$ cat config.mk
export PLATFORM = sky130hd
export DESIGN_NAME = field_difference_measure
export DESIGN_NICKNAME = d
export VERILOG_FILES = /design/src/hdl/fdm_pkg.sv /design/src/hdl/fdm_sqrt.sv /design/src/hdl/fdm_seq.sv /design/src/hdl/field_difference_measure.sv
export SDC_FILE = /design/constraint.sdc
export NUM_CORES = 1
export LEC_CHECK = 0
export ABC_AREA = 1
export BUFFER_PORTS_ARGS = -buffer_cell sky130_fd_sc_hd__buf_2
export CAP_MARGIN = 20
export CORE_ASPECT_RATIO = 1.1
export CORE_UTILIZATION = 45
export DETAILED_ROUTE_END_ITERATION = 10
export SYNTH_ARGS = -nofsm -noshare
export SYNTH_HDL_FRONTEND = slang
export SYNTH_SLANG_ARGS = --single-unit
$ cat constraint.sdc
create_clock -name clk -period 12.7 [get_ports clk]
set_input_delay 2.54 -clock clk [delete_from_list [all_inputs] [get_ports clk]]
set_output_delay 2.54 -clock clk [all_outputs]
set_load 0.05 [all_outputs]
$ cat src/hdl/fdm_pkg.sv
// ----------------------------------------------------------------------------
// fdm_pkg
// Shared widths, limits, sequencer states and status types for the field
// difference measure block.
// ----------------------------------------------------------------------------
package fdm_pkg;

    localparam int LUMA_W      = 8;
    localparam int SHIFT_W     = 4;
    localparam int SQ_W        = 2 * LUMA_W;
    localparam int PAIR_W      = SQ_W + 1;
    localparam int LINE_SUM_W  = 27;
    localparam int ROOT_W      = (LINE_SUM_W + 1) / 2;
    localparam int REM_W       = ROOT_W + 2;
    localparam int ROOT_CNT_W  = 4;
    localparam int FIELD_SUM_W = 22;

    localparam logic [SHIFT_W-1:0]     BIT_SHIFT_RESET = 4'd13;
    localparam logic [LINE_SUM_W-1:0]  LINE_SUM_MAX    = {LINE_SUM_W{1'b1}};
    localparam logic [FIELD_SUM_W-1:0] FIELD_SUM_MAX   = 22'd4177920;
    localparam logic [ROOT_CNT_W-1:0]  ROOT_LAST       = 4'(ROOT_W - 1);

    // Sequencer states of the per-item flow.
    typedef enum logic [2:0] {
        ST_IDLE,
        ST_SQ_A,
        ST_SQ_B,
        ST_ACC,
        ST_ROOT,
        ST_OUT
    } fdm_state_t;

    // Status of the iterative square root unit.
    typedef struct packed {
        logic busy;
        logic done;
    } sqrt_status_t;

endpackage

$ cat src/hdl/fdm_sqrt.sv
// ----------------------------------------------------------------------------
// fdm_sqrt
// Iterative floor square root: one result bit per cycle, digit by digit.
// ----------------------------------------------------------------------------
module fdm_sqrt (
    input  logic                           clk,
    input  logic                           rst_n,
    input  logic                           start,
    input  logic [fdm_pkg::LINE_SUM_W-1:0] operand,
    output fdm_pkg::sqrt_status_t          status,
    output logic [fdm_pkg::ROOT_W-1:0]     root
);
    import fdm_pkg::*;

    localparam int OP_W = 2 * ROOT_W;

    logic                  busy_reg, busy_next;
    logic                  done_reg, done_next;
    logic [ROOT_CNT_W-1:0] cnt_reg, cnt_next;
    logic [OP_W-1:0]       op_reg, op_next;
    logic [REM_W-1:0]      rem_reg, rem_next;
    logic [ROOT_W-1:0]     root_reg, root_next;

    logic [REM_W+1:0]      rem_sh;
    logic [REM_W+1:0]      trial;
    logic [REM_W+1:0]      rem_sub;

    // Control registers.
    always_ff @(posedge clk or negedge rst_n)
    begin
        if (!rst_n)
        begin
            busy_reg <= 1'b0;
            done_reg <= 1'b0;
            cnt_reg  <= '0;
        end
        else
        begin
            busy_reg <= busy_next;
            done_reg <= done_next;
            cnt_reg  <= cnt_next;
        end
    end

    // Datapath registers.
    always_ff @(posedge clk)
    begin
        op_reg   <= op_next;
        rem_reg  <= rem_next;
        root_reg <= root_next;
    end

    // One trial subtraction per cycle on the next two operand bits.
    assign rem_sh  = {rem_reg, op_reg[OP_W-1 -: 2]};
    assign trial   = {2'b00, root_reg, 2'b01};
    assign rem_sub = rem_sh - trial;

    always_comb
    begin
        busy_next = busy_reg;
        done_next = 1'b0;
        cnt_next  = cnt_reg;
        op_next   = op_reg;
        rem_next  = rem_reg;
        root_next = root_reg;
        if (start)
        begin
            busy_next = 1'b1;
            cnt_next  = '0;
            op_next   = OP_W'(operand);
            rem_next  = '0;
            root_next = '0;
        end
        else if (busy_reg)
        begin
            op_next = {op_reg[OP_W-3:0], 2'b00};
            if (rem_sh >= trial)
            begin
                rem_next  = rem_sub[REM_W-1:0];
                root_next = {root_reg[ROOT_W-2:0], 1'b1};
            end
            else
            begin
                rem_next  = rem_sh[REM_W-1:0];
                root_next = {root_reg[ROOT_W-2:0], 1'b0};
            end
            cnt_next = cnt_reg + 1'b1;
            if (cnt_reg == ROOT_LAST)
            begin
                busy_next = 1'b0;
                done_next = 1'b1;
            end
        end
    end

    assign status.busy = busy_reg;
    assign status.done = done_reg;
    assign root        = root_reg;

endmodule

$ cat src/hdl/fdm_seq.sv
// ----------------------------------------------------------------------------
// fdm_seq
// Sequencer and accumulators: shared squarer, line and field sums, result
// register.
// ----------------------------------------------------------------------------
module fdm_seq (
    input  logic                            clk,
    input  logic                            rst_n,
    input  logic [fdm_pkg::SHIFT_W-1:0]     bit_shift,
    input  logic                            in_valid,
    output logic                            in_ready,
    input  logic [fdm_pkg::LUMA_W-1:0]      prev_luma_a,
    input  logic [fdm_pkg::LUMA_W-1:0]      prev_luma_b,
    input  logic [fdm_pkg::LUMA_W-1:0]      cur_luma_a,
    input  logic [fdm_pkg::LUMA_W-1:0]      cur_luma_b,
    input  logic                            line_end,
    input  logic                            field_end,
    output logic                            sqrt_start,
    output logic [fdm_pkg::LINE_SUM_W-1:0]  sqrt_operand,
    input  fdm_pkg::sqrt_status_t           sqrt_status,
    input  logic [fdm_pkg::ROOT_W-1:0]      sqrt_root,
    output logic                            out_valid,
    input  logic                            out_ready,
    output logic [fdm_pkg::FIELD_SUM_W-1:0] out_data
);
    import fdm_pkg::*;

    fdm_state_t             state_reg, state_next;
    logic [LINE_SUM_W-1:0]  line_sum_reg, line_sum_next;
    logic [FIELD_SUM_W-1:0] field_sum_reg, field_sum_next;
    logic                   out_valid_reg, out_valid_next;
    logic [FIELD_SUM_W-1:0] out_data_reg, out_data_next;

    logic [LUMA_W-1:0]      pa_reg, pb_reg, ca_reg, cb_reg;
    logic                   eol_reg, eof_reg;
    logic [SQ_W-1:0]        sq_a_reg, sq_a_next;
    logic [SQ_W-1:0]        sq_b_reg, sq_b_next;

    logic [LUMA_W-1:0]      mul_x, mul_y, diff;
    logic [SQ_W-1:0]        prod;
    logic [PAIR_W-1:0]      pair;
    logic [LINE_SUM_W:0]    line_add;
    logic [LINE_SUM_W-1:0]  line_sat;
    logic [FIELD_SUM_W:0]   field_add;
    logic [FIELD_SUM_W-1:0] field_sat;

    // Control registers.
    always_ff @(posedge clk or negedge rst_n)
    begin
        if (!rst_n)
        begin
            state_reg     <= ST_IDLE;
            line_sum_reg  <= '0;
            field_sum_reg <= '0;
            out_valid_reg <= 1'b0;
        end
        else
        begin
            state_reg     <= state_next;
            line_sum_reg  <= line_sum_next;
            field_sum_reg <= field_sum_next;
            out_valid_reg <= out_valid_next;
        end
    end

    // Item capture, products and result payload.
    always_ff @(posedge clk)
    begin
        if (in_valid && in_ready)
        begin
            pa_reg  <= prev_luma_a;
            pb_reg  <= prev_luma_b;
            ca_reg  <= cur_luma_a;
            cb_reg  <= cur_luma_b;
            eol_reg <= line_end;
            eof_reg <= field_end;
        end
        sq_a_reg     <= sq_a_next;
        sq_b_reg     <= sq_b_next;
        out_data_reg <= out_data_next;
    end

    // Shared squarer: sample a in one cycle, sample b in the next.
    always_comb
    begin
        if (state_reg == ST_SQ_A)
        begin
            mul_x = pa_reg;
            mul_y = ca_reg;
        end
        else
        begin
            mul_x = pb_reg;
            mul_y = cb_reg;
        end
        diff = (mul_x >= mul_y) ? (mul_x - mul_y) : (mul_y - mul_x);
        prod = diff * diff;
    end

    // Pair value, saturating line add and saturating field add.
    always_comb
    begin
        pair      = ({1'b0, sq_a_reg} + {1'b0, sq_b_reg}) >> bit_shift;
        line_add  = {1'b0, line_sum_reg} + (LINE_SUM_W + 1)'(pair);
        line_sat  = line_add[LINE_SUM_W] ? LINE_SUM_MAX : line_add[LINE_SUM_W-1:0];
        field_add = {1'b0, field_sum_reg} + (FIELD_SUM_W + 1)'(sqrt_root);
        field_sat = (field_add > {1'b0, FIELD_SUM_MAX}) ? FIELD_SUM_MAX
                                                        : field_add[FIELD_SUM_W-1:0];
    end

    // Next state and outputs.
    always_comb
    begin
        state_next     = state_reg;
        line_sum_next  = line_sum_reg;
        field_sum_next = field_sum_reg;
        sq_a_next      = sq_a_reg;
        sq_b_next      = sq_b_reg;
        out_valid_next = out_valid_reg && !out_ready;
        out_data_next  = out_data_reg;
        sqrt_start     = 1'b0;
        in_ready       = 1'b0;
        unique case (state_reg)
            ST_IDLE:
            begin
                in_ready = 1'b1;
                if (in_valid)
                begin
                    state_next = ST_SQ_A;
                end
            end
            ST_SQ_A:
            begin
                sq_a_next  = prod;
                state_next = ST_SQ_B;
            end
            ST_SQ_B:
            begin
                sq_b_next  = prod;
                state_next = ST_ACC;
            end
            ST_ACC:
            begin
                if (eol_reg || eof_reg)
                begin
                    // Close the line: the root unit takes the final line sum.
                    sqrt_start    = 1'b1;
                    line_sum_next = '0;
                    state_next    = ST_ROOT;
                end
                else
                begin
                    line_sum_next = line_sat;
                    state_next    = ST_IDLE;
                end
            end
            ST_ROOT:
            begin
                if (sqrt_status.done)
                begin
                    field_sum_next = field_sat;
                    state_next     = eof_reg ? ST_OUT : ST_IDLE;
                end
            end
            ST_OUT:
            begin
                // Wait until the result register is free.
                if (!out_valid_reg || out_ready)
                begin
                    out_valid_next = 1'b1;
                    out_data_next  = field_sum_reg;
                    field_sum_next = '0;
                    state_next     = ST_IDLE;
                end
            end
            default:
            begin
                state_next = ST_IDLE;
            end
        endcase
    end

    assign sqrt_operand = line_sat;
    assign out_valid    = out_valid_reg;
    assign out_data     = out_data_reg;

endmodule

$ cat src/hdl/field_difference_measure.sv
// Flow: an item without marks passes ST_SQ_A, ST_SQ_B and ST_ACC before ready again.
// An item with a line or field end adds the 14-step square root unit and the field
// fold; a field end adds ST_OUT to load the result register, and waits
// longer while an earlier result is still held there.
// A new item is taken only in ST_IDLE, once the last one is through.
// Reset: rst_n is asynchronous, active low; sums clear and bit_shift becomes 13.
// ----------------------------------------------------------------------------
// field_difference_measure
// Sum over a field's lines of the floor square root of each line's sum of per-pair
// shifted squared luma differences against the previous same-parity field.
// ----------------------------------------------------------------------------
module field_difference_measure (
    input  logic        clk,
    input  logic        rst_n,
    input  logic        s_axis_tvalid,
    output logic        s_axis_tready,
    // prev_luma_a [7:0], prev_luma_b [15:8], cur_luma_a [23:16], cur_luma_b [31:24]
    input  logic [31:0] s_axis_tdata,
    // line_end [0]
    input  logic [0:0]  s_axis_tuser,
    input  logic        s_axis_tlast,
    output logic        m_axis_tvalid,
    input  logic        m_axis_tready,
    // field_difference [21:0], zero [23:22]
    output logic [23:0] m_axis_tdata,
    input  logic        cfg_wr_en,
    input  logic [3:0]  cfg_wr_data
);
    import fdm_pkg::*;

    logic [SHIFT_W-1:0]     bit_shift_reg;
    logic                   sqrt_start;
    logic [LINE_SUM_W-1:0]  sqrt_operand;
    sqrt_status_t           sqrt_status;
    logic [ROOT_W-1:0]      sqrt_root;
    logic [FIELD_SUM_W-1:0] result;

    // Configuration register.
    always_ff @(posedge clk or negedge rst_n)
    begin
        if (!rst_n)
        begin
            bit_shift_reg <= BIT_SHIFT_RESET;
        end
        else if (cfg_wr_en)
        begin
            bit_shift_reg <= cfg_wr_data;
        end
    end

    // Sequencer with the shared squarer and the accumulators.
    fdm_seq u_seq (
        .clk          (clk),
        .rst_n        (rst_n),
        .bit_shift    (bit_shift_reg),
        .in_valid     (s_axis_tvalid),
        .in_ready     (s_axis_tready),
        .prev_luma_a  (s_axis_tdata[7:0]),
        .prev_luma_b  (s_axis_tdata[15:8]),
        .cur_luma_a   (s_axis_tdata[23:16]),
        .cur_luma_b   (s_axis_tdata[31:24]),
        .line_end     (s_axis_tuser[0]),
        .field_end    (s_axis_tlast),
        .sqrt_start   (sqrt_start),
        .sqrt_operand (sqrt_operand),
        .sqrt_status  (sqrt_status),
        .sqrt_root    (sqrt_root),
        .out_valid    (m_axis_tvalid),
        .out_ready    (m_axis_tready),
        .out_data     (result)
    );

    // Iterative square root of each closed line.
    fdm_sqrt u_sqrt (
        .clk     (clk),
        .rst_n   (rst_n),
        .start   (sqrt_start),
        .operand (sqrt_operand),
        .status  (sqrt_status),
        .root    (sqrt_root)
    );

    assign m_axis_tdata = {2'b00, result};

    // The root unit never runs while a new item could be taken.
    assert property (@(posedge clk) disable iff (!rst_n)
        sqrt_status.busy |-> !s_axis_tready)
        else $error("input ready while square root is running");

    // Input ready is never high again directly after a transfer.
    assert property (@(posedge clk) disable iff (!rst_n)
        (s_axis_tvalid && s_axis_tready) |=> !s_axis_tready)
        else $error("ready again directly after an input transfer");

    // A presented result never exceeds the saturation bound.
    assert property (@(posedge clk) disable iff (!rst_n)
        m_axis_tvalid |-> (m_axis_tdata[21:0] <= FIELD_SUM_MAX))
        else $error("field difference above its saturation bound");

    // A square root is only started when the unit is idle.
    assert property (@(posedge clk) disable iff (!rst_n)
        sqrt_start |-> !sqrt_status.busy)
        else $error("square root restarted while busy");

endmodule

==> results by group, run 1 <==
Worst setup path
  – R2R Path End: u_seq.sq_b_reg[14]$_DFFE_PP_
  – Worst Setup SP: u_seq.state_reg[0]$_DFFE_PN0P_
  – Delay-heaviest family, CP: adder cells
  – Critical path buffers and inverters: 7
  – Slowest cell on the critical path: inv_1
  – Crit start category: register
  – Worst path max stage delay: 0.61 ns
  – R2r worst-path depth: 31
  – FF-to-FF setup slack: between 4 and 5 ns
  – Instance count on the critical path: 31
  – Worst Path Class, Setup: reg -> reg
  – Crit path top cell by count: inv_1
  – Endpoint class of the critical path: register
  – FF-to-FF Start: u_seq.state_reg[0]$_DFFE_PN0P_
  – Worst Path Arrival: 8.39 ns
  – Worst path required time: 12.98 ns
  – CP max FO: 26

Routing
  – WL per Instance: 14.6 um
  – Vias: 12.2k
  – Vias per std cell: just over 5
  – DRT antenna net count: 0
  – Iteration-0 DRC count of the detailed router: 619
  – Post-Route WL: around 34 mm
  – DR DRC count: 0
  – Drt pass-1 iters: 5

Logic synthesis
  – Synth cell types: 60
  – Synth top area cells: edfxtp_1 (23%), nand2_1 (12%), dfrtp_1 (10%), ha_1 (9.5%), inv_1 (6.1%)
  – Adder-Cell Fraction of Synth Area: 0.134
  – Synthesized area per cell: 7.96 um2
  – Most frequent cell after synthesis: nand2_1
  – Top cell type by total area after synthesis: edfxtp_1
  – Prevailing post-synth register cell: edfxtp_1
  – Syn. warnings: 0
  – Multiplexer area fraction after synthesis: 0.00136
  – Number of enable flip-flop cells after synthesis: around 110
  – Synth Area in XOR/XNOR: 0.0369
  – FF+latch count, synth: 207
  – Most frequent cells after synthesis: nand2_1 (460), inv_1 (239), nand3_1 (170)
  – Post-synthesis simple-gate area fraction: 0.257
  – Sequential element share of the synthesized area: 0.381
  – FFs w/ async S/R, synth: 0.304
  – Yosys top cell area share: 0.231
  – Compound-Gate Fraction of Synth Area: 0.113
  – Cell Area, Synth: 14700 um2
  – Synthesized instance count: 1845
  – Largest family of logic cells by synthesized area: simple AND/OR/NAND/NOR gates

Hold path
  – Min-delay src: u_sqrt.rem_reg[15]$_SDFFE_PP0P_
  – Hold Path Depth: 2
  – Hold EP: u_sqrt.rem_reg[15]$_SDFFE_PP0P_
  – Min-Delay Path Class: reg -> reg

Timing
  – Relative slew slack: 0.340
  – Final slew viol count: 0
  – RSZ-0062 raised after global routing: false
  – Clk_skew: 0.0320 ns
  – Part of the cycle the worst path needs: 0.639
  – Setup TNS: 0 ns
  – Fmax: 0.123 GHz
  – Final Setup Violations: 0
  – Worst-Margin Slew: 0.989 ns
  – Fin crit period: roughly 8.1 ns
  – Final hold vios: 0

Global routing
  – Initial antenna violation count: 0
  – First-pass GRT wire length: 57.0 mm
  – Largest net degree at the start of global routing: 64
  – Vias in the first global route: 11.9k
  – Grt ovf: 0
  – GRT Util Overall: 0.210

Cells and area
  – Largest register FFs: 28
  – Share of cells above drive strength 1: 0.104
  – Nets@finish: 2089
  – Syn-to-layout area delta: 10.9%
  – Ant. Diodes: 0
  – Layout Cells excl Fill: 2351
  – Fillcell total: 3127

Floorplan
  – Chip width: 174 um
  – CORE AREA: between 30000 and 40000 um2
  – FP Rows: 69
  – DIE HEIGHT: 192 um
  – Starting Density: 0.456
  – IO Count: 69
  – DIE AREA: 33400 um2

Status
  – Run status: completed

Clock network
  – Num CTS Buffers: 25
  – # H-tree levels: 1
  – Setup Buffers After CTS: 0
  – Clock slew at reported path FFs: 0.06 ns
  – Post-CTS Hold Buffers: 0
  – CTS tree: built
  – Clock Latency Late Sink: 0.57 ns
  – Post-CTS Resized: 0
  – CTS Sinks: about 210
  – Root buf cell: clkbuf_16
  – Clock Tree Buf Depth: 3

Place
  – Dpl cells: 2305
  – Final GP Congestion: 0.878
  – Dpl hpwl: 26.9 mm
  – Buffers on Ports: 66

Run
  – Total of max-cap violations: 0
## per-stage QoR
step / util / hold slack [ns] / setup WS (ns) / cell area [um2]
2_1_floorplan: - / 0.422 / 6.02 / 14700
3_3_place_gp: 0.479 / 0.442 / 4.79 / 15400
3_5_place_dp: 0.479 / 0.445 / 4.55 / 15400
4_1_cts: 0.506 / 0.457 / 4.52 / 16300
5_1_grt: 0.506 / 0.473 / 3.87 / 16300
6_report: 0.506 / 0.451 / 4.59 / 16300
## final cells by class
type | count | area [um2] | area share
Timing Repair Buffer | 74 | 390 | 0.0240
Tap cell | 426 | 533 | 0.0327
Inverter | 248 | 931 | 0.0571
Sequential cell | 207 | 5590 | 0.343
Multi-Input combinational cell | 1350 | 7980 | 0.490
Clock buffer | 29 | 661 | 0.0405
Clock inverter | 17 | 200 | 0.0123
## layout by cell type (no fill, tap or decap), drive strengths merged, types with 5 or more instances in the layout
master,instances
a21o,8
a21oi,85
a22o,10
a31oi,12
and2,8
buf,74
clkbuf,29
clkinv,8
dfrtp,60
dfxtp,31
edfxtp,113
fa,29
ha,111
inv,251
nand2,477
nand3,177
nand3b,5
nand4,18
nor2,137
nor3,12
o211ai,8
o21ai,119
o21bai,7
o221ai,5
o22ai,17
or2,25
xnor2,25
xor2,36
## per-layer routing
metal	part of all wire	GRT usage	vias up
met3	0.039	0.0247	64
li1	-	-	6240
met1	0.45	0.261	5645
met2	0.48	0.373	226
met4	0.029	0.0786	0
met5	0	0	-
## worst max-delay path by stage
| stage | slack [ns] | to |
|---|---|---|
| 2_1_floorplan | 6.02 | u_seq.sq_a_reg[14]$_DFFE_PP_ |
| 4_1_cts | 4.52 | u_seq.sq_a_reg[15]$_DFFE_PP_ |
| 3_3_place_gp | 4.79 | u_seq.sq_a_reg[14]$_DFFE_PP_ |
| 5_1_grt | 3.87 | u_seq.sq_a_reg[15]$_DFFE_PP_ |
| 6_report | 4.59 | u_seq.sq_b_reg[14]$_DFFE_PP_ |
| 3_5_place_dp | 4.55 | u_seq.sq_b_reg[15]$_DFFE_PP_ |
## worst reg2reg max path: cells and delay by family (launching register included)
family,cells,cell delay [ns]
AOI/OAI and AO/OA,9,1.51
xor gates and xnor gates,3,0.43
adders and majority gates,5,2.40
and+or+nand+nor,7,1.84
buffers and inverters,7,1.24
DFF,1,0.39
## kinds of logic (layout without fill, tap and decap cells)
logic type	Yosys count	in the layout
AND/OR/NAND/NOR	864	864
adder cells (fa/ha/maj)	140	140
buffers and inverters	289	368
flip-flops	207	207
other	1	2
multiplexers	2	2
XOR/XNOR	61	61
AO/OA/AOI/OAI	281	281
Power of run 1 is left out: the tool's default activity adds up to more than one toggle a clock period on the data nets, which glitch-free logic cannot reach.
==> inputs of run 2 (changes only) <==
==> constraint.sdc (replaced) <==
create_clock -name clk -period 7 [get_ports clk]
set_input_delay 1.4 -clock clk [delete_from_list [all_inputs] [get_ports clk]]
set_output_delay 1.4 -clock clk [all_outputs]
set_load 0.05 [all_outputs]
==> run 2 against run 1 <==
Against the previous run: count of clock-buffer cells in the layout is 7 higher; critical endpoint is now u_seq.sq_a_reg[15]$_DFFE_PP_; non-clock buffer count is 11 higher; first-iteration DRC count rose by 9.2%; register-to-register slack got worse by 4.2 ns; sequential share of layout area shrank 0.23 points; largest cell class unchanged; via count increased by 0.74%; clock skew shrank 0.012 ns; core utilization is 0.35 points higher; maximum frequency increased by 23%; global-route usage up 0.45 points; critical path depth is the same.
==> results by group, run 2 (synthesis results as in run 1) <==
Timing
  – Fmax: 0.152 GHz
  – RSZ-0062 raised after global routing: false
  – Final slew viol count: 0
  – Final Setup Violations: 0
  – Final hold vios: 0
  – Fin crit period: 6.58 ns
  – Worst-Margin Slew: 0.987 ns
  – Relative slew slack: 0.342
  – Clk_skew: 0.0202 ns
  – Part of the cycle the worst path needs: 0.940
  – Setup ws final: about 0.42 ns

Cells and area
  – Commonest non-fill, non-tap cell in the layout: nand2_1
  – Largest register FFs: 28
  – Nets@finish: 2100
  – Final Util: 0.509
  – Fillcell total: 3157
  – Share of cells above drive strength 1: 0.116
  – Most frequent cells in the layout: nand2_1 (457), inv_1 (237), nand3_1 (169)
  – Ant. Diodes: 0
  – Syn-to-layout area delta: 11.7%

Place
  – Pre-CTS WS: -0.0606 ns
  – Final GP Congestion: 0.895
  – Dpl hpwl: 27.0 mm
  – Buffers on Ports: 66

Worst setup path
  – FF-to-FF Start: u_seq.state_reg[0]$_DFFE_PN0P_
  – Crit path top cell by count: inv_1
  – Slowest cell on the critical path: fa_1
  – Endpoint class of the critical path: register
  – Worst path max stage delay: 0.54 ns
  – Worst Setup SP: u_seq.state_reg[0]$_DFFE_PN0P_
  – Worst Path Arrival: 6.86 ns
  – CP max FO: 8
  – Crit start category: register
  – Worst path required time: 7.28 ns
  – Worst Path Class, Setup: reg -> reg

Routing
  – WL per Instance: 14.8 um
  – DR DRC count: 0
  – Vias: 12.3k
  – Post-Route WL: 35.1 mm
  – Iteration-0 DRC count of the detailed router: 676
  – Vias per std cell: 5.19
  – DRT antenna net count: 0
  – Drt pass-1 iters: 5

Global routing
  – Initial antenna violation count: 0
  – Grt ovf: 0
  – Largest net degree at the start of global routing: between 60 and 70
  – GRT Util Overall: 0.215
  – First-pass GRT wire length: between 50 and 60 mm
  – Vias in the first global route: 11.9k

Hold path
  – Min-delay src: u_sqrt.rem_reg[14]$_SDFFE_PP0P_
  – Min-Delay Path Class: reg -> reg

Run
  – Total of max-cap violations: 0

Clock network
  – Num CTS Buffers: 25
  – # H-tree levels: 1
  – Root buf cell: clkbuf_16
  – Clock Tree Buf Depth: 3
  – Clock Latency Late Sink: 0.54 ns
  – CTS Sinks: 207
  – Clock slew at reported path FFs: 0.06 ns
  – CTS tree: built
  – Post-CTS Hold Buffers: 0

Floorplan
  – Chip width: 174 um
  – FP Rows: between 60 and 70
  – CORE AREA: 32200 um2
  – DIE AREA: 33400 um2
  – IO Count: 69
  – Starting Density: 0.456
  – DIE HEIGHT: 192 um

Status
  – Run status: completed
-- run 2: cell count changes in the layout (fill, tap and decap cells not counted), moves of 3 or more --
cell | before | now
nor2_2 | 4 | 8
nand2_1 | 460 | 457
nor2_1 | 130 | 125
o21ai_0 | 96 | 90
o21ai_1 | 9 | 15
clkbuf_1 | 2 | 7
clkinvlp_4 | 3 | 0
buf_4 | 8 | 18
-- run 2: cell type report --
type	count	area (um2)	area share
flip-flops and latches	207	5600	0.341
well taps	426	533	0.0325
clock buffers	36	723	0.0441
multi-input cells	1350	8040	0.490
clock inverters	10	95.1	0.00580
repair buffers	85	485	0.0296
inverters	248	933	0.0569
-- run 2: metrics by stage --
stage / hold slack [ns] / setup TNS [ns] / cells / cell area [um2]
after floorplan: 0.422 / 0 / 1846 / 14700
after global placement: 0.441 / 0 / 2310 / 15500
after detailed placement: 0.446 / -0.196 / 2310 / 15500
after CTS: 0.455 / 0 / 2357 / 16300
after global routing: 0.480 / 0 / 2362 / 16400
final: 0.449 / 0 / 2362 / 16400
-- run 2: per-layer routing --
| layer | track usage | up-vias | wire length [um] |
|---|---|---|---|
| met4 | 0.0793 | 0 | 1030 |
| met3 | 0.0259 | 70 | 1430 |
| li1 | - | 6265 | - |
| met1 | 0.274 | 5660 | 15800 |
| met2 | 0.372 | 270 | 16800 |
| met5 | 0 | - | 0 |
-- run 2: repair_timing --
action                     in CTS  in global routing
pin swaps                       1                  6
resized for setup               2                 26
setup endpoints to repair       4                 12
buffers inserted                1                  5
-- run 2: worst paths after layout --
check	endpoint	slack (ns)	cells after the start
min reg2reg	u_sqrt.rem_reg[14]$_SDFFE_PP0P_	0.45	2
max in group asynchronous	u_seq.state_reg[2]$_DFFE_PN0P_	5.28	2
min in group asynchronous	u_seq.field_sum_reg[21]$_DFFE_PN0P_	1.03	2
min	u_sqrt.rem_reg[14]$_SDFFE_PP0P_	0.45	2
max reg2reg	u_seq.sq_a_reg[15]$_DFFE_PP_	0.42	31
max	u_seq.sq_a_reg[15]$_DFFE_PP_	0.42	31
-- run 2: critical path, delay by kind of cell, from the launching register on --
kind	cells	cell delay [ns]
AND/OR/NAND/NOR	6	0.79
adder cells (fa/ha/maj)	6	2.84
XOR/XNOR	2	0.27
flip-flops	1	0.39
buffers and inverters	9	0.81
AO/OA/AOI/OAI	8	1.22
Power of run 2 is left out for the same reason.
==> inputs of run 3 (changes only) <==
--- a/config.mk
+++ b/config.mk
@@ -6,7 +6,7 @@
 export NUM_CORES = 1
 export LEC_CHECK = 0
 export ABC_AREA = 1
-export BUFFER_PORTS_ARGS = -buffer_cell sky130_fd_sc_hd__buf_2
+export BUFFER_PORTS_ARGS = -buffer_cell sky130_fd_sc_hd__buf_4
 export CAP_MARGIN = 20
 export CORE_ASPECT_RATIO = 1.1
 export CORE_UTILIZATION = 45
==> run 3 against run 2 <==
Against the previous run: non-clock buffer count fell by 2; clock skew fell by 0.0083 ns; count of clock-buffer cells in the layout fell by 2; first-iteration DRC count fell by 5.2%; sequential share of layout area fell by 0.45 points; critical path depth rose by 1.
==> results by group, run 3 (synthesis results as in run 1) <==
Status
  – Run status: completed

Cells and area
  – Most frequent cells in the layout: nand2_1 (457), inv_1 (237), nand3_1 (169)
  – Commonest non-fill, non-tap cell in the layout: nand2_1
  – Ant. Diodes: 0
  – Share of cells above drive strength 1: 0.117
  – Nets@finish: 2099
  – Layout Cells excl Fill: 2362
  – Syn-to-layout area delta: 13.1%
  – Fillcell total: roughly 3.1k
  – Final Util: 0.516
  – Largest register FFs: 28

Worst setup path
  – Worst path required time: roughly 7.3 ns
  – Worst Path Arrival: between 6 and 7 ns
  – Crit start category: register
  – Slowest cell on the critical path: fa_1
  – CP max FO: 25
  – Worst path max stage delay: 0.54 ns
  – Endpoint class of the critical path: register
  – Worst Path Class, Setup: reg -> reg

Global routing
  – Initial antenna violation count: 0
  – First-pass GRT wire length: 58.7 mm
  – Grt ovf: 0
  – GRT Util Overall: 0.216
  – Vias in the first global route: 12.1k
  – Largest net degree at the start of global routing: 64

Place
  – Dpl hpwl: 27.4 mm
  – Dpl cells: 2307
  – Buffers on Ports: 66
  – Final GP Congestion: between 0.8 and 0.9
  – Pre-CTS WS: -0.0112 ns

Routing
  – DRT antenna net count: 0
  – Iteration-0 DRC count of the detailed router: approximately 640
  – Vias: 12.3k
  – Vias per std cell: 5.21
  – Drt pass-1 iters: 5
  – DR DRC count: 0
  – WL per Instance: roughly 15 um
  – Post-Route WL: 35.4 mm

Clock network
  – CTS tree: built
  – Root buf cell: clkbuf_16
  – Clock slew at reported path FFs: roughly 0.060 ns
  – Clock Latency Late Sink: between 0.5 and 0.6 ns
  – Post-CTS Hold Buffers: 0
  – Clock Tree Buf Depth: 3
  – CTS Sinks: 207
  – # H-tree levels: 1
  – Num CTS Buffers: 26

Timing
  – Setup ws final: between 0.3 and 0.4 ns
  – Relative slew slack: 0.335
  – Fmax: ~0.15 GHz
  – Clk_skew: approximately 0.012 ns
  – Part of the cycle the worst path needs: 0.946
  – Final hold vios: 0
  – Fin crit period: roughly 6.6 ns
  – Final Setup Violations: 0
  – Worst-Margin Slew: 0.997 ns
  – Final slew viol count: 0

Run
  – Total of max-cap violations: 0

Floorplan
  – IO Count: between 60 and 70
  – CORE AREA: approximately 32000 um2
  – Starting Density: 0.456
  – DIE AREA: 33400 um2
  – DIE HEIGHT: 192 um
  – FP Rows: 69
  – Chip width: 174 um

Hold path
  – Min-Delay Path Class: reg -> reg
run 3: changes by cell type in the layout (fill, tap and decap cells not counted), moves of 2 or more:
cell        change
clkinvlp_4      +3
o21ai_2         +2
buf_2          -66
o21ai_1         -3
bufinv_16       +2
o21ai_0         +2
buf_4          +64
run 3: worst paths after layout:
path / from / end / slack, ns / depth (start not counted)
worst max-delay path: u_seq.state_reg[0]$_DFFE_PN0P_ / u_seq.sq_a_reg[15]$_DFFE_PP_ / 0.38 / 32
max in group asynchronous: rst_n / bit_shift_reg[1]$_DFFE_PN0P_ / 5.46 / 1
worst min-delay path: u_sqrt.rem_reg[15]$_SDFFE_PP0P_ / u_sqrt.rem_reg[15]$_SDFFE_PP0P_ / 0.45 / 2
worst min register to register: u_sqrt.rem_reg[15]$_SDFFE_PP0P_ / u_sqrt.rem_reg[15]$_SDFFE_PP0P_ / 0.45 / 2
min in group asynchronous: rst_n / u_seq.field_sum_reg[14]$_DFFE_PN0P_ / 0.96 / 1
worst max register to register: u_seq.state_reg[0]$_DFFE_PN0P_ / u_seq.sq_a_reg[15]$_DFFE_PP_ / 0.38 / 32
run 3: cell type report:
cell class                      instances  area, um2  share of cell area
Multi-Input combinational cell       1350       8040               0.484
Sequential cell                       207       5590               0.337
Inverter                              248        933              0.0562
Clock buffer                           34        712              0.0428
Timing Repair Buffer                   83        636              0.0382
Tap cell                              426        533              0.0321
Clock inverter                         14        174              0.0105
run 3: worst max-delay path: cells and delay by family (launching register included):
kind / cells / cell delay (ns)
AO/OA/AOI/OAI: 9 / 1.30
XOR/XNOR: 2 / 0.40
adder cells (fa/ha/maj): 7 / 2.96
buffers and inverters: 8 / 0.71
flip-flops: 1 / 0.37
AND/OR/NAND/NOR: 6 / 0.61
run 3: repair_timing:
item | 4_1_cts | 5_1_grt
pin swaps | 0 | 7
setup endpoints to repair | 2 | 12
gates cloned | 0 | 0
resized for setup | 1 | 28
buffers inserted | 0 | 7
run 3: stage by stage:
step / TNS, ns / hold slack [ns] / area [um2]
2_1_floorplan: 0 / 0.422 / 14700
3_3_place_gp: 0 / 0.440 / 15600
3_5_place_dp: -0.0223 / 0.443 / 15600
4_1_cts: 0 / 0.455 / 16500
5_1_grt: -0.150 / 0.473 / 16600
6_report: 0 / 0.454 / 16600
run 3: layer usage:
metal,GRT usage,up-vias,part of all wire
li1,-,6269,-
met1,0.274,5714,0.45
met2,0.381,259,0.48
met3,0.0235,69,0.041
met4,0.0762,0,0.032
met5,0,-,0
Power of run 3 is left out for the same reason.
